**src/design/single_cycle_rv64i_subset_core_unit_macros.svh**
```systemverilog
// Assertion macros for the RV64I subset core.
// Included by the top level; depends on nothing else.
`ifndef SINGLE_CYCLE_RV64I_SUBSET_CORE_UNIT_MACROS_SVH
`define SINGLE_CYCLE_RV64I_SUBSET_CORE_UNIT_MACROS_SVH
`define RV_ASSERT_IMPL(lbl, ante, cons, msg) \
	lbl: assert property (@(posedge clk) disable iff (!arst_n) (ante) |-> (cons)) \
	else $error(msg);
`define RV_ASSERT_NEXT(lbl, ante, cons, msg) \
	lbl: assert property (@(posedge clk) disable iff (!arst_n) (ante) |=> (cons)) \
	else $error(msg);
`endif

```
**src/design/rv64s_pkg.sv**
```systemverilog
// Shared types and constants for the RV64I subset core.
// Used by the front, queue, back and top modules.
package rv64s_pkg;
	localparam int DMEM_DEPTH_DEF = 256;
	localparam int QDEPTH = 2;
	localparam logic [6:0] OP_R = 7'h33;
	localparam logic [6:0] OP_I = 7'h13;
	localparam logic [6:0] OP_LD = 7'h03;
	localparam logic [6:0] OP_SD = 7'h23;
	localparam logic [6:0] OP_BR = 7'h63;
	localparam logic [6:0] F7_SUB = 7'b0100000;
	localparam logic [2:0] F3_D = 3'd3;

	localparam logic [2:0] K_ALU = 3'd0;
	localparam logic [2:0] K_LD = 3'd1;
	localparam logic [2:0] K_SD = 3'd2;
	localparam logic [2:0] K_BR = 3'd3;
	localparam logic [2:0] K_ILL = 3'd4;

	typedef struct packed {
		logic [2:0] kind;
		logic [2:0] f3;
		logic sub;
		logic use_imm;
		logic [4:0] rd;
		logic [4:0] rs1;
		logic [4:0] rs2;
		logic [63:0] imm;
	} dec_t;
endpackage

```
**src/design/rv64s_queue.sv**
```systemverilog
// Short queue of decoded beats between the front and back ends.
// Depends on rv64s_pkg.
module rv64s_queue import rv64s_pkg::*; (
	input logic clk,
	input logic arst_n,
	input logic in_valid,
	output logic in_ready,
	input dec_t in_data,
	output logic out_valid,
	input logic out_ready,
	output dec_t out_data
);
	dec_t mem_q [QDEPTH];
	logic [$clog2(QDEPTH)-1:0] wp_q, rp_q;
	logic [$clog2(QDEPTH):0] cnt_q;
	logic push, pop;
	assign in_ready = cnt_q != QDEPTH[$clog2(QDEPTH):0];
	assign out_valid = cnt_q != '0;
	assign out_data = mem_q[rp_q];
	assign push = in_valid && in_ready;
	assign pop = out_valid && out_ready;
	always_ff @(posedge clk) begin
		if (push) mem_q[wp_q] <= in_data;
	end
	always_ff @(posedge clk or negedge arst_n) begin
		if (!arst_n) begin
			wp_q <= '0;
			rp_q <= '0;
			cnt_q <= '0;
		end else begin
			if (push) wp_q <= wp_q + 1'b1;
			if (pop) rp_q <= rp_q + 1'b1;
			cnt_q <= cnt_q + {{$clog2(QDEPTH){1'b0}}, push} - {{$clog2(QDEPTH){1'b0}}, pop};
		end
	end
endmodule

```
**config.mk**
```make
export PLATFORM = sky130hd
export DESIGN_NAME = rv64s_queue
export DESIGN_NICKNAME = d
export VERILOG_FILES = /design/src/design/single_cycle_rv64i_subset_core_unit_macros.svh /design/src/design/rv64s_pkg.sv /design/src/design/rv64s_queue.sv
export SDC_FILE = /design/constraint.sdc
export NUM_CORES = 1
export LEC_CHECK = 0
export ABC_AREA = 0
export BUFFER_PORTS_ARGS = -buffer_cell sky130_fd_sc_hd__buf_2
export CAP_MARGIN = 20
export CORE_ASPECT_RATIO = 0.7
export CORE_UTILIZATION = 52
export CTS_CLUSTER_SIZE = 10
export DETAILED_ROUTE_END_ITERATION = 10
export PLACE_DENSITY_LB_ADDON = 0.05
export SLEW_MARGIN = 40
export SYNTH_ARGS = -nofsm -noshare
export SYNTH_HDL_FRONTEND = slang
export SYNTH_SLANG_ARGS = --single-unit
```
**constraint.sdc**
```tcl
create_clock -name clk -period 6.2 [get_ports clk]
set_input_delay 1.24 -clock clk [delete_from_list [all_inputs] [get_ports clk]]
set_output_delay 1.24 -clock clk [all_outputs]
set_load 0.005 [all_outputs]
```
==> impl_metrics.py, run 1 <==
metrics = {
    "grt": {
        "grt_max_degree": 52,
        "grt_pass1_vias": 3394,
        "grt_pass1_wl_mm": 17.24,
        "antenna_found_initial": 1,
        "grtUsageTotal_pct": 18.44,
        "overflow": 0,
    },
    "clocking": {
        "clock_latency_ps": 420,
        "htreeDepth": 4,
        "cts_resized": 0,
        "cts_setup_buffers": 0,
        "tritoncts": "built",
        "cts_made_buffers": 17,
        "cts_buffer_depth": 2,
        "root_buffer": "clkbuf_16",
        "cts_num_sinks": 178,
        "clkSlewWorstSetupHoldPaths_ps": 70,
        "ctsHoldBuffers": 0,
    },
    "logic_synthesis": {
        "synth_sequential_area_ratio_pct": 81.00,
        "ys_types": 19,
        "synth_warnings": 0,
        "synth_commonest_cells": "edfxtp_1, mux2_2, mux2_4",
        "synth-edff-count": 174,
        "syn_area_per_cell_um2": 22.44,
        "async_reset_ff_share_pct": 2.247,
        "netlist_top_cells_area": "edfxtp_1, mux2_2, mux2_4, dfrtp_1, buf_6",
        "netlist.area_leader.share_pct": 79.48,
        "syn_inst": 293,
        "ys_ff_latch": 178,
        "synth_largest_area_cell": "edfxtp_1",
        "syn_area_um2": 6574,
        "ys.flop_type": "edfxtp_1",
        "syn_nets": 385,
        "yosysMostFrequentCell": "edfxtp_1",
    },
    "die": {
        "die_x_um": 136.4,
        "ios": 180,
        "start_util_pct": 54.71,
        "dieArea_um2": 13100,
        "design.core.area_um2": 12020,
        "rows": 33,
        "fp.dieH_um": 96.07,
    },
    "critical_path": {
        "ff2ff_path_depth": 3,
        "arrival_ps": 2230,
        "rr_endpoint": "mem_q[1][46]$_DFFE_PP_",
        "critPathLaunch": "rp_q$_DFFE_PN0P_",
        "critPathCapture": "out_data[46]",
        "endpoint_kind": "primary output",
        "crit_type": "reg -> out",
        "required_ps": 4960,
        "critical_path.startpoint_type": "flip-flop",
        "crit_fanout": 31,
        "rrSetupSlack_ps": 3950,
        "rr_startpoint": "cnt_q[0]$_DFF_PN0_",
    },
    "sta": {
        "finalCritPeriodShare_pct": 56.04,
        "period_needed_ps": 3474,
        "setup_viol": 0,
        "fmax_ghz": 0.2878,
        "grt_setup_unrepaired": "no",
        "finalHoldViolations": 0,
        "clock_skew_ps": 10.83,
        "finalMaxSlewViolations": 0,
        "fin_ws_ps": 2726,
        "fin_tns_setup_ps": 0,
        "tightest_slew_ps": 616.9,
        "hold_slack_ps": 559.8,
        "maxSlewHeadroom_pct": 58.87,
    },
    "power_and_ir_drop": {
        "p_clk_share_pct": 26.9,
        "p_per_area_nw_per_um2": 461.9,
        "p_sw_share_pct": 27.64,
        "max-vdd-ir-drop_uv": 257.3,
        "seq_power_share_pct": 45.8,
        "power.combinational.fraction_pct": 27.2,
        "p_leak_nw": 3.169,
        "p_switching_mw": 1.059,
        "p_int_mw": 2.771,
    },
    "placed_design": {
        "dp_hpwl_mm": 7.710,
        "io_buffers": 179,
        "place_congestion": 0.7152,
        "place_ws_ps": 3127,
    },
    "final_layout": {
        "area_growth_pct": 26.11,
        "drive_gt1_share_pct": 61.60,
        "post-route-util_pct": 69.00,
        "fin_nets": 579,
        "antennaDiodeCount": 0,
        "nFillCells": 815,
        "multi_input_comb_area_um2": 1186,
        "regArea_um2": 5329,
    },
    "worst_hold_path": {
        "hold_path_class": "reg -> reg",
        "hold_start": "wp_q$_DFFE_PN0P_",
    },
    "outcome": {
        "status": "complete, no violations",
    },
    "route": {
        "first_iter_violations": 215,
        "via_per_inst": 5.094,
        "drc": 0,
        "wire_per_inst_um": 17.50,
        "num_vias": 3347,
        "drt-pass1-iter-count": 5,
        "routed_wl_mm": 11.50,
        "antenna_left": 0,
    },
    "job": {
        "drv_cap": 0,
    },
}
==> cells in the final DEF, fill, tap and decap left out, types with 2 or more instances in the layout <==
master,count
inv_6,4
buf_16,2
xnor2_1,3
nand2_1,2
inv_8,3
buf_4,2
mux2_2,67
dfrtp_1,3
clkinvlp_4,3
edfxtp_1,174
clkbuf_16,17
mux2_4,20
buf_2,179
nor2_1,2
buf_12,2
clkinv_4,2
==> power by group through the flow <==
stage	sequential [mW]	clock [mW]	combinational, mW
after detailed placement	1.78	0	1.06
final	1.76	1.03	1.04
after global routing	1.78	1.11	1.14
after CTS	1.76	1.05	1.07
after global placement	1.81	0	0.973
after floorplan	1.74	0	0.670
==> metrics by stage <==
| step | std cells | total power, mW | area, µm² |
|---|---|---|---|
| after global routing | 657 | 4.023 | 8290 |
| after CTS | 657 | 3.874 | 8290 |
| after floorplan | 293 | 2.415 | 6574 |
| after detailed placement | 625 | 2.846 | 7717 |
| after global placement | 622 | 2.785 | 7642 |
| final | 657 | 3.830 | 8290 |
==> cell families after synthesis <==
family	Yosys count	synth area share (%)
DFF	178	81.00
muxes	87	16.04
buffers and inverters	10	1.142
and+or+nand+nor	10	0.7425
AOI/OAI and AO/OA	4	0.4758
xor gates and xnor gates	3	0.3998
adders and majority gates	1	0.1903
==> cell type report <==
| cell class | instances | area share, % |
|---|---|---|
| Clock buffer | 17 | 5.131 |
| Sequential cell | 178 | 64.28 |
| Clock inverter | 15 | 1.781 |
| Multi-Input combinational cell | 105 | 14.31 |
| Tap cell | 157 | 2.369 |
| Timing Repair Buffer | 185 | 12.13 |
==> worst min-delay path by stage <==
stage / to / slack (ps) / cells after the start
4_1_cts: wp_q$_DFFE_PN0P_ / 560 / 1
2_1_floorplan: wp_q$_DFFE_PN0P_ / 460 / 1
6_report: wp_q$_DFFE_PN0P_ / 560 / 1
5_1_grt: wp_q$_DFFE_PN0P_ / 570 / 1
3_5_place_dp: wp_q$_DFFE_PN0P_ / 550 / 1
3_3_place_gp: wp_q$_DFFE_PN0P_ / 540 / 1
==> worst max-delay path: stages (launching register included) <==
cell	delay, ps
dfrtp_4	750
buf_4	480
mux2_2	390
buf_2	140
==> flip-flops by register name, indices dropped and copies added (netlist names) <==
name   cells
cnt_q      2
mem_q    174
rp_q       1
wp_q       1
==> metal layers <==
layer	global-route usage, %	routed length (µm)	up-vias
li1	-	-	1559
met1	23.21	5033	1651
met2	28.85	5423	118
met3	7.425	884	17
met4	7.130	143	2
met5	0	13	-
(Power assumes the default switching activity.)
==> run 2, diff against run 1 <==
- ABC_AREA: 0 -> 1
- clock period: 6.2 -> 3.3 ns (I/O delays scaled with it)
==> run 2 against run 1 <==
Flip-flop and latch count is the same; non-clock buffer count unchanged; synthesized cell count up 66%; final area fell by 1.5%; global-route usage increased by 0.75 points; sequential share of layout area rose by 0.93 points; critical endpoint is now out_data[17]; largest power group unchanged.
==> impl_metrics.py, run 2 <==
metrics = {
    "grt": {
        "overflow": 0,
        "grt_pass1_wl_mm": 18.07,
        "grtUsageTotal_pct": 19.18,
        "antenna_found_initial": 2,
        "grt_pass1_vias": 3687,
        "grt_max_degree": 88,
    },
    "logic_synthesis": {
        "synth_warnings": 0,
        "syn_nets": 578,
        "async_reset_ff_share_pct": 2.247,
        "synth_sequential_area_ratio_pct": 81.19,
        "syn_area_um2": 6559,
        "synth-edff-count": 174,
        "synth_largest_area_cell": "edfxtp_1",
        "ys_ff_latch": 178,
        "syn_inst": 486,
        "synth_commonest_cells": "nand2_1, edfxtp_1, buf_2",
        "ys.flop_type": "edfxtp_1",
        "netlist_top_cells_area": "edfxtp_1, nand2_1, dfrtp_1, buf_2, buf_6",
        "netlist.area_leader.share_pct": 79.66,
        "yosysMostFrequentCell": "nand2_1",
        "ys_types": 14,
        "syn_area_per_cell_um2": 13.50,
    },
    "placed_design": {
        "dp_cells": 809,
        "place_congestion": 0.7384,
        "dp_hpwl_mm": 7.501,
        "io_buffers": 179,
    },
    "final_layout": {
        "layout.cells.non_filler": 841,
        "post-route-util_pct": 68.21,
        "drive_gt1_share_pct": 31.73,
        "area_growth_pct": 24.53,
        "top_register": "mem_q",
        "fin_nets": 763,
        "top_regs": "mem_q (174), cnt_q (2)",
        "largest_reg_flops": 174,
        "most-common-layout-cells": "nand2_1, buf_2, edfxtp_1, clkbuf_16, inv_1",
        "antennaDiodeCount": 0,
        "layout_commonest_cell": "nand2_1",
    },
    "clocking": {
        "cts_num_sinks": 178,
        "cts_resized": 0,
        "cts_setup_buffers": 0,
        "root_buffer": "clkbuf_16",
        "cts_made_buffers": 17,
        "ctsHoldBuffers": 0,
        "cts_buffer_depth": 2,
        "tritoncts": "built",
        "htreeDepth": 4,
        "clock_latency_ps": 410,
        "clkSlewWorstSetupHoldPaths_ps": 60,
    },
    "critical_path": {
        "endpoint_kind": "primary output",
        "critical_path.startpoint_type": "flip-flop",
        "crit_buf_inv": 3,
        "cp_cell_sequence": "inv_4 -> buf_4 -> nand2_1 -> nand2_1 -> buf_2",
        "crit_type": "reg -> out",
        "crit_fanout": 59,
        "worst_path_most_repeated_cell": "nand2_1",
        "arrival_ps": 1900,
        "rrSetupSlack_ps": 1420,
        "critPathMaxStageDelay_ps": 460,
        "cpMaxStageDelayCell": "inv_4",
        "required_ps": 2640,
        "crit_family": "buffers and inverters",
    },
    "route": {
        "num_vias": 4034,
        "via_per_inst": 4.797,
        "drt-pass1-iter-count": 4,
        "routed_wl_mm": 12.17,
        "wire_per_inst_um": 14.48,
        "first_iter_violations": 236,
        "antenna_left": 0,
        "drc": 0,
    },
    "sta": {
        "clock_skew_ps": 6.764,
        "maxSlewHeadroom_pct": 54.71,
        "finalMaxSlewViolations": 0,
        "tightest_slew_ps": 679.3,
        "finalCritPeriodShare_pct": 77.60,
        "fmax_ghz": 0.3905,
        "hold_slack_ps": 42.85,
        "setup_viol": 0,
        "grt_setup_unrepaired": "no",
        "fin_tns_setup_ps": 0,
        "period_needed_ps": 2561,
        "finalHoldViolations": 0,
    },
    "die": {
        "start_util_pct": 54.78,
        "design.core.area_um2": 11970,
        "rows": 33,
        "ios": 180,
        "fp.dieH_um": 95.97,
        "die_x_um": 136.2,
        "dieArea_um2": 13070,
    },
    "power_and_ir_drop": {
        "p_per_area_nw_per_um2": 881.2,
        "p_leak_nw": 3.541,
        "finalPower_mw": 7.198,
        "max-vdd-ir-drop_uv": 467.3,
    },
    "worst_hold_path": {
        "hold_path_class": "in -> async",
    },
    "outcome": {
        "status": "complete, no violations",
    },
    "job": {
        "drv_cap": 0,
    },
}
[run 2: changes by cell type in the layout (fill, tap and decap cells not counted), moves of 2 or more]
| cell | before | now |
|---|---|---|
| mux2_4 | 20 | 0 |
| clkinv_1 | 1 | 4 |
| buf_16 | 2 | 0 |
| nand2_1 | 2 | 270 |
| xnor2_1 | 3 | 0 |
| inv_1 | 0 | 7 |
| inv_8 | 3 | 0 |
| inv_6 | 4 | 2 |
| mux2_2 | 67 | 0 |
| buf_4 | 2 | 4 |
[run 2: where the power goes]
group	total [mW]	internal, mW	leakage, nW	switching, mW
sequential	3.21	3.09	1.66	0.125
clock	1.91	1.11	0.266	0.806
combinational	2.08	0.742	1.61	1.33
[run 2: final cells by class]
type | instances | area, µm²
Multi-Input combinational cell | 281 | 1089
Timing Repair Buffer | 185 | 957.2
Fill cell | 889 | 3806
Inverter | 8 | 32.53
Sequential cell | 178 | 5326
Clock buffer | 17 | 425.4
Clock inverter | 15 | 141.4
Tap cell | 157 | 196.4
[run 2: path summary, 6_finish.rpt]
check,startpoint,end,cells after the start
max in group asynchronous,arst_n,rp_q$_DFFE_PN0P_,1
worst max-delay path,rp_q$_DFFE_PN0P_,out_data[17],5
worst min register to register,cnt_q[0]$_DFF_PN0_,cnt_q[0]$_DFF_PN0_,1
worst min-delay path,arst_n,cnt_q[1]$_DFF_PN0_,1
worst max register to register,cnt_q[1]$_DFF_PN0_,mem_q[1][49]$_DFFE_PP_,4
min in group clk,in_data[67],mem_q[0][67]$_DFFE_PP_,1
[run 2: cell families after synthesis]
logic type      count (synthesis)  synth area share, %
buf+inv                        27                2.442
xor+xnor                        1               0.1336
simple gates                  277                15.89
compound gates                  2               0.1525
fa+ha+maj                       1               0.1907
flops                         178                81.19
[run 2: per-stage QoR]
stage               area (µm²)  worst slack, ps
floorplan                 6564           -186.1
global placement          7597             1131
detailed placement        7601             1148
CTS                       8168            697.8
global route              8168            599.4
finish                    8168            739.3
[run 2: per-layer routing]
| metal | wire length (µm) | global-route usage (%) |
|---|---|---|
| met4 | 98 | 6.944 |
| met5 | 16 | 0 |
| met2 | 5706 | 29.44 |
| met1 | 5180 | 24.32 |
| met3 | 1172 | 8.478 |
