File: src/design/single_cycle_rv64i_subset_core_unit_macros.svh
// Assertion macros for the RV64I subset core.
// Included by the top level; depends on nothing else.
`ifndef SINGLE_CYCLE_RV64I_SUBSET_CORE_UNIT_MACROS_SVH
`define SINGLE_CYCLE_RV64I_SUBSET_CORE_UNIT_MACROS_SVH
`define RV_ASSERT_IMPL(lbl, ante, cons, msg) \
	lbl: assert property (@(posedge clk) disable iff (!arst_n) (ante) |-> (cons)) \
	else $error(msg);
`define RV_ASSERT_NEXT(lbl, ante, cons, msg) \
	lbl: assert property (@(posedge clk) disable iff (!arst_n) (ante) |=> (cons)) \
	else $error(msg);
`endif

File: src/design/rv64s_pkg.sv
// Shared types and constants for the RV64I subset core.
// Used by the front, queue, back and top modules.
package rv64s_pkg;
	localparam int DMEM_DEPTH_DEF = 256;
	localparam int QDEPTH = 2;
	localparam logic [6:0] OP_R = 7'h33;
	localparam logic [6:0] OP_I = 7'h13;
	localparam logic [6:0] OP_LD = 7'h03;
	localparam logic [6:0] OP_SD = 7'h23;
	localparam logic [6:0] OP_BR = 7'h63;
	localparam logic [6:0] F7_SUB = 7'b0100000;
	localparam logic [2:0] F3_D = 3'd3;

	localparam logic [2:0] K_ALU = 3'd0;
	localparam logic [2:0] K_LD = 3'd1;
	localparam logic [2:0] K_SD = 3'd2;
	localparam logic [2:0] K_BR = 3'd3;
	localparam logic [2:0] K_ILL = 3'd4;

	typedef struct packed {
		logic [2:0] kind;
		logic [2:0] f3;
		logic sub;
		logic use_imm;
		logic [4:0] rd;
		logic [4:0] rs1;
		logic [4:0] rs2;
		logic [63:0] imm;
	} dec_t;
endpackage

File: src/design/rv64s_front.sv
// Front end: accepts instructions and classifies them into decoded beats.
// Depends on rv64s_pkg.
module rv64s_front import rv64s_pkg::*; (
	input logic [31:0] instruction,
	output dec_t dec
);
	logic [6:0] op;
	logic [2:0] f3;
	logic [6:0] f7;
	always_comb begin
		op = instruction[6:0];
		f3 = instruction[14:12];
		f7 = instruction[31:25];
		dec = '0;
		dec.f3 = f3;
		dec.rd = instruction[11:7];
		dec.rs1 = instruction[19:15];
		dec.rs2 = instruction[24:20];
		dec.kind = K_ILL;
		case (op)
			OP_R: begin
				if (f3 == 3'd0 && f7 == F7_SUB) begin
					dec.kind = K_ALU;
					dec.sub = 1'b1;
				end else if (f7 == 7'd0 && f3 != 3'd3) begin
					dec.kind = K_ALU;
				end
			end
			OP_I: begin
				dec.use_imm = 1'b1;
				dec.imm = {{52{instruction[31]}}, instruction[31:20]};
				if (f3 == 3'd3) dec.kind = K_ILL;
				else if ((f3 == 3'd1 || f3 == 3'd5) && instruction[31:26] != 6'd0)
					dec.kind = K_ILL;
				else dec.kind = K_ALU;
			end
			OP_LD: begin
				dec.imm = {{52{instruction[31]}}, instruction[31:20]};
				if (f3 == F3_D) dec.kind = K_LD;
			end
			OP_SD: begin
				dec.imm = {{52{instruction[31]}}, instruction[31:25], instruction[11:7]};
				if (f3 == F3_D) dec.kind = K_SD;
			end
			OP_BR: begin
				dec.imm = {{51{instruction[31]}}, instruction[31], instruction[7],
					instruction[30:25], instruction[11:8], 1'b0};
				if (f3 != 3'd2 && f3 != 3'd3) dec.kind = K_BR;
			end
			default: dec.kind = K_ILL;
		endcase
	end
endmodule

File: config.mk
export PLATFORM = sky130hd
export DESIGN_NAME = rv64s_front
export DESIGN_NICKNAME = d
export VERILOG_FILES = /design/src/design/single_cycle_rv64i_subset_core_unit_macros.svh /design/src/design/rv64s_pkg.sv /design/src/design/rv64s_front.sv
export SDC_FILE = /design/constraint.sdc
export NUM_CORES = 1
export LEC_CHECK = 0
export BUFFER_PORTS_ARGS = -buffer_cell sky130_fd_sc_hd__buf_2
export CORE_MARGIN = 5
export CORE_UTILIZATION = 30
export DETAILED_ROUTE_END_ITERATION = 7
export GPL_ROUTABILITY_DRIVEN = 0
export PLACE_DENSITY_LB_ADDON = 0.2
export SETUP_SLACK_MARGIN = 0.15
export SLEW_MARGIN = 20
export SYNTH_ARGS = -nofsm -noshare
export SYNTH_HDL_FRONTEND = slang
export SYNTH_SLANG_ARGS = --single-unit
File: constraint.sdc
create_clock -name vclk -period 2.1
set_input_delay 0.105 -clock vclk [all_inputs]
set_output_delay 0.105 -clock vclk [all_outputs]
set_load 0.005 [all_outputs]
==> impl_table.tex, run 1 <==
\begin{tabular}{lr}
\hline
Metric & Value \\
\hline
\multicolumn{2}{l}{\textbf{Cells and area}} \\
\quad Total non-filler cell area in the finished layout & 960 sq um \\
\quad Filler-free cell count of the finished design & 198 \\
\quad Layout Area Growth over Synthesis & 8.03\% \\
\quad Diode count & 0 \\
\quad Total area of sequential cells & 0 sq um \\
\quad Layout Nets & 201 \\
\quad Fraction of the core area covered by cells at the end of the flow & 0.342 \\
\quad Number of filler cells placed in the layout & 320 \\
\quad Final sequential cell count & 0 \\
\quad Number of clock buffer instances in the layout & 0 \\
\quad Most common library cell in the layout ignoring fill and taps & buf\_2 \\
\quad Share of cells above drive strength 1 & 0.719 \\
\quad Commonest cells after routing, fill and taps aside & 109 x buf\_2, 11 x nor2\_1, 6 x and2\_1 \\
\multicolumn{2}{l}{\textbf{Die}} \\
\quad Y dimension of the die & 64.4 um \\
\quad Placement row count & 19 \\
\quad Die Footprint & 4150 sq um \\
\quad Starting utilization of the core area & 0.317 \\
\quad Ports placed on the boundary & 119 \\
\quad X dimension of the die & 64.4 um \\
\quad Area of the core & 2810 sq um \\
\multicolumn{2}{l}{\textbf{Placement}} \\
\quad Instance area after placement & 958 sq um \\
\quad Dpl hpwl & 1990 um \\
\quad Port buffer count & 109 \\
\quad Placed Cells incl. Taps & 198 \\
\multicolumn{2}{l}{\textbf{Drt}} \\
\quad Drc violations & 0 \\
\quad Total length of routed met3 wires & 309 um \\
\quad Routed Antenna Nets & 0 \\
\quad Violation count after the first detailed-route iteration & 8 \\
\quad Drt wl/cell & 11.6 um \\
\quad Via total after detailed routing & 864 \\
\quad First drt pass iteration count & 4 \\
\quad Vias per Instance & 4.36 \\
\quad Total length of routed met2 wires & 1140 um \\
\quad Routed met1 length & 843 um \\
\quad Final WL & 2290 um \\
\quad Uppermost layer routed & met4 \\
\multicolumn{2}{l}{\textbf{Timing}} \\
\quad Worst slew margin relative to its limit & 0.772 \\
\quad TNS Setup & 0 ps \\
\quad Max-slew violations & 0 \\
\quad Final number of hold-violating endpoints & 0 \\
\quad Final clock period utilization by the worst path & 0.734 \\
\quad Max frequency & 0.648 GHz \\
\quad Count of final setup violators & 0 \\
\quad Minimum clock period & 1540 ps \\
\quad Slew of the pin with the lowest slew margin & 340 ps \\
\quad Unrepaired setup endpoints after global routing & no \\
\multicolumn{2}{l}{\textbf{Worst hold path}} \\
\quad Worst hold-check path type & primary input to output pin \\
\quad Hold path startpoint & instruction[15] \\
\multicolumn{2}{l}{\textbf{Synthesis}} \\
\quad Number of standard cells after synthesis & 127 \\
\quad Number of nets produced by synthesis & 159 \\
\quad Combined area of all synthesized cells & 888 sq um \\
\quad Sequential cell area fraction in the yosys report & 0 \\
\quad Per-instance average area after synthesis & 6.99 sq um \\
\quad Number of warnings issued by yosys & 0 \\
\quad Number of distinct standard cells referenced by the synthesized netlist & 29 \\
\multicolumn{2}{l}{\textbf{Flow run}} \\
\quad Total of max-cap violations & 0 \\
\multicolumn{2}{l}{\textbf{Critical path}} \\
\quad Critical path data required time & 2000 ps \\
\quad Critical path type & primary input to output pin \\
\quad CP arrival & 1440 ps \\
\quad Critical Path Source Type & primary input \\
\quad Worst Path Max Fanout & 52 \\
\quad Crit path capture type & output pin \\
\quad Start point of the critical path & instruction[5] \\
\multicolumn{2}{l}{\textbf{Power and ir drop}} \\
\quad Power per cell area & 113 nW/um\^{}2 \\
\quad Power Total & 108 uW \\
\quad Peak ir drop on the vdd network & 0.0589 mV \\
\quad Leakage power & 0.659 nW \\
\multicolumn{2}{l}{\textbf{Global routing}} \\
\quad Pin count of the biggest net entering global routing & 53 \\
\quad Antenna violations before repair & 0 \\
\quad Number of global-route vias before repair & 757 \\
\quad First-pass GRT wire length & 3350 um \\
\quad Remaining global-route overflow & 0 \\
\quad Aggregate global-route resource usage & 0.0920 \\
\multicolumn{2}{l}{\textbf{Outcome}} \\
\quad Result of the run & completed \\
\multicolumn{2}{l}{\textbf{Clocking}} \\
\quad Post-CTS Repair Setup Buffers & 0 \\
\hline
\end{tabular}
==> synthesized netlist by cell type, drive strengths merged <==
cell | count | area [sq um]
or3b | 1 | 8.76
or4b | 1 | 10.0
nand2 | 3 | 11.3
nor4b | 1 | 8.76
nor3 | 3 | 20.0
a211o | 1 | 8.76
nand2b | 4 | 35.0
and2 | 7 | 43.8
or2b | 1 | 8.76
nand3 | 3 | 15.0
nor2b | 3 | 18.8
o31a | 1 | 8.76
a211oi | 2 | 15.0
nor3b | 1 | 7.51
o21ai | 1 | 5.00
o22a | 1 | 10.0
a21oi | 3 | 15.0
and3b | 1 | 8.76
clkbuf | 1 | 3.75
nor2 | 11 | 41.3
or4 | 1 | 11.3
a22oi | 4 | 30.0
buf | 71 | 534
a221oi | 1 | 8.76
==> worst paths after layout <==
kind | end | cells after the start | slack (ps)
worst max-delay path | dec[13] | 6 | 560
worst min-delay path | dec[69] | 0 | 210
==> area by class of cell <==
class / count / area [sq um] / share of cell area
Tap cell: 31 / 38.8 / 0.0404
Timing Repair Buffer: 112 / 568 / 0.592
Multi-Input combinational cell: 55 / 353 / 0.368
==> layer usage <==
layer | vias to the layer above | GRT usage
li1 | 432 | -
met1 | 368 | 0.104
met2 | 62 | 0.179
met3 | 2 | 0.0190
met4 | 0 | 0.0132
met5 | - | 0
==> power breakdown <==
| part | leakage, nW | switching [mW] | internal [mW] |
|---|---|---|---|
| clock | 0 | 0 | 0 |
| sequential | 0 | 0 | 0 |
| combinational | 0.659 | 0.0526 | 0.0554 |
| total | 0.659 | 0.0526 | 0.0554 |
==> logic make-up (layout without fill, tap and decap cells) <==
family,Yosys count,count (layout),synth area share
buffers and inverters,72,112,0.606
AND/OR/NAND/NOR,41,41,0.280
AO/OA/AOI/OAI,14,14,0.114
==> timing repair <==
item                                    CTS  global route
hold buffers                              0             0
endpoints found under the setup margin    0            52
gates resized for setup                   0             1
==> worst max-delay path, stage by stage <==
cell and delay [ps]:
buf_2 190, nor2b_1 200, nor2_1 60, nor2_1 280
and2_4 410, buf_2 180
==> metrics by stage <==
stage / hold WS [ps] / worst slack [ps]
floorplan: 243 / 343
global placement: 210 / 484
detailed placement: 210 / 325
CTS: 210 / 324
global route: 210 / 284
finish: 210 / 558
Power figures use the tool's default switching activity.
==> inputs of run 2 (changes only) <==
Settings changed: CORE_UTILIZATION 30 to 33.
Clock period 2.1 ns to 1.5 ns, I/O delays scaled along.
==> run 2 against run 1 <==
  * Final cell count rose by 0.51%
  * Highest routed layer is now met3
  * First-iteration DRC count rose by 63%
  * Largest power group unchanged
  * Global-route usage rose by 0.073 points
  * Critical path depth did not move
==> impl_table.tex, run 2 (synthesis gave the netlist of run 1 again) <==
\begin{tabular}{lr}
\hline
Metric & Value \\
\hline
\multicolumn{2}{l}{\textbf{Cells and area}} \\
\quad Number of clock buffer instances in the layout & 0 (unchanged) \\
\quad Filler-free cell count of the finished design & 199 (was 198) \\
\quad Layout Area Growth over Synthesis & 14.4\% (was 8.03\%) \\
\quad Commonest cells after routing, fill and taps aside & 107 x buf\_2, 9 x nor2\_1, 6 x and2\_1 (was 109 x buf\_2, 11 x nor2\_1, 6 x and2\_1) \\
\quad Most common library cell in the layout ignoring fill and taps & buf\_2 (unchanged) \\
\quad Share of cells above drive strength 1 & 0.757 (was 0.719) \\
\quad Diode count & 0 (unchanged) \\
\quad Final sequential cell count & 0 (unchanged) \\
\quad Total area of sequential cells & 0 sq um (unchanged) \\
\quad Layout Nets & 203 (was 201) \\
\multicolumn{2}{l}{\textbf{Drt}} \\
\quad Violation count after the first detailed-route iteration & 13 (was 8) \\
\quad Vias per Instance & 4.39 (was 4.36) \\
\quad Via total after detailed routing & 873 (was 864) \\
\quad Routed Antenna Nets & 0 (unchanged) \\
\quad Drt wl/cell & 11.8 um (was 11.6 um) \\
\quad Final WL & 2350 um (was 2290 um) \\
\quad First drt pass iteration count & 4 (unchanged) \\
\quad Drc violations & 0 (unchanged) \\
\multicolumn{2}{l}{\textbf{Power and ir drop}} \\
\quad Power Total & 164 uW (was 108 uW) \\
\quad Peak ir drop on the vdd network & 0.120 mV (was 0.0589 mV) \\
\quad Leakage power & 0.681 nW (was 0.659 nW) \\
\quad Power per cell area & 162 nW/um\^{}2 (was 113 nW/um\^{}2) \\
\multicolumn{2}{l}{\textbf{Timing}} \\
\quad Unrepaired setup endpoints after global routing & yes (was no) \\
\quad TNS Setup & 0 ps (unchanged) \\
\quad Count of final setup violators & 0 (unchanged) \\
\quad Max-slew violations & 0 (unchanged) \\
\quad Final clock period utilization by the worst path & 0.914 \\
\quad Slew of the pin with the lowest slew margin & 253 ps (was 340 ps) \\
\quad Max frequency & 0.729 GHz \\
\quad Final number of hold-violating endpoints & 0 (unchanged) \\
\quad Worst slew margin relative to its limit & 0.831 (was 0.772) \\
\quad Minimum clock period & 1370 ps \\
\multicolumn{2}{l}{\textbf{Critical path}} \\
\quad Crit path capture type & output pin (unchanged) \\
\quad Critical path buffers and inverters & 2 (unchanged) \\
\quad Critical Path Source Type & primary input (unchanged) \\
\quad CP max stage cell & or4\_4 (was and2\_4) \\
\quad Critical path type & primary input to output pin (unchanged) \\
\quad Critical path data required time & 1420 ps (was 2000 ps) \\
\quad Family with the most delay on the worst path & simple AND/OR/NAND/NOR gates (unchanged) \\
\quad Worst Path Max Fanout & 4 (was 52) \\
\quad Max stage delay on crit path & 540 ps (was 410 ps) \\
\quad Cell chain of the critical path & buf\_6 > or4\_4 > nor3\_2 > o21ai\_1 > a211o\_1 > buf\_2 (was buf\_2 > nor2b\_1 > nor2\_1 > nor2\_1 > and2\_4 > buf\_2) \\
\quad CP arrival & 1300 ps (was 1440 ps) \\
\multicolumn{2}{l}{\textbf{Worst hold path}} \\
\quad Endpoint of the worst hold path & dec[70] (was dec[69]) \\
\quad Hold path startpoint & instruction[16] (was instruction[15]) \\
\quad Number of cells traversed by the worst hold path & 0 (unchanged) \\
\quad Worst hold-check path type & primary input to output pin (unchanged) \\
\multicolumn{2}{l}{\textbf{Die}} \\
\quad Y dimension of the die & 61.9 um (was 64.4 um) \\
\quad Ports placed on the boundary & 119 (unchanged) \\
\quad X dimension of the die & 61.9 um (was 64.4 um) \\
\quad Area of the core & 2520 sq um (was 2810 sq um) \\
\quad Starting utilization of the core area & 0.352 (was 0.317) \\
\quad Placement row count & 18 (was 19) \\
\quad Die Footprint & 3830 sq um (was 4150 sq um) \\
\multicolumn{2}{l}{\textbf{Global routing}} \\
\quad Pin count of the biggest net entering global routing & 53 (unchanged) \\
\quad Remaining global-route overflow & 0 (unchanged) \\
\quad Aggregate global-route resource usage & 0.0927 (was 0.0920) \\
\quad Number of global-route vias before repair & 673 (was 757) \\
\quad First-pass GRT wire length & 2930 um (was 3350 um) \\
\quad Antenna violations before repair & 0 (unchanged) \\
\multicolumn{2}{l}{\textbf{Clocking}} \\
\quad Post-CTS Repair Setup Buffers & 0 (unchanged) \\
\multicolumn{2}{l}{\textbf{Placement}} \\
\quad Port buffer count & 109 (unchanged) \\
\quad Placed Cells incl. Taps & 198 (unchanged) \\
\quad Dpl hpwl & 1980 um (was 1990 um) \\
\multicolumn{2}{l}{\textbf{Flow run}} \\
\quad Total of max-cap violations & 0 (unchanged) \\
\multicolumn{2}{l}{\textbf{Outcome}} \\
\quad Result of the run & completed (unchanged) \\
\hline
\end{tabular}
## run 2: cell count changes in the layout (fill, tap and decap cells not counted), sizes merged
cell / previous run / this run
buf: 112 / 113
and2: 7 / 8
## run 2: repair_timing
item,4_1_cts,5_1_grt
cloned,0,1
hold buffers,0,0
pin swaps,2,3
endpoints found under the setup margin,54,54
gates resized for setup,1,9
## run 2: how the worst max path moves through the flow
stage | slack, ps | cells after the start | endpoint | startpoint
6_report | 130 | 6 | dec[86] | instruction[31]
5_1_grt | 50 | 7 | dec[58] | instruction[5]
4_1_cts | 100 | 7 | dec[13] | instruction[5]
3_5_place_dp | 70 | 6 | dec[86] | instruction[31]
3_3_place_gp | 100 | 6 | dec[86] | instruction[31]
2_1_floorplan | 190 | 6 | dec[13] | instruction[5]
## run 2: per-stage QoR
| step | util | cell area (sq um) | hold slack (ps) | setup slack (ps) |
|---|---|---|---|---|
| 2_1_floorplan | - | 903 | 183 | 190 |
| 3_3_place_gp | 0.388 | 978 | 150 | 101 |
| 3_5_place_dp | 0.388 | 978 | 150 | 66.9 |
| 4_1_cts | 0.390 | 985 | 150 | 95.0 |
| 5_1_grt | 0.403 | 1020 | 150 | 49.6 |
| 6_report | 0.403 | 1020 | 150 | 129 |
## run 2: final cells by class
cell class,instances,area (sq um)
Fill cell,261,1510
Multi-Input combinational cell,56,390
Tap cell,30,37.5
Timing Repair Buffer,113,588
## run 2: power by group
group / internal, mW / switching [mW]
Clock: 0 / 0
Combinational: 0.0865 / 0.0778
Sequential: 0 / 0
Total: 0.0865 / 0.0778
## run 2: per-layer routing
metal / share of wire / global-route usage / vias to the layer above / routed length [um]
met2: 0.48 / 0.187 / 64 / 1140
met5: 0 / 0 / - / 0
met3: 0.15 / 0.00413 / 0 / 352
met1: 0.37 / 0.114 / 374 / 858
li1: - / - / 435 / -
met4: 0 / 0 / 0 / 0
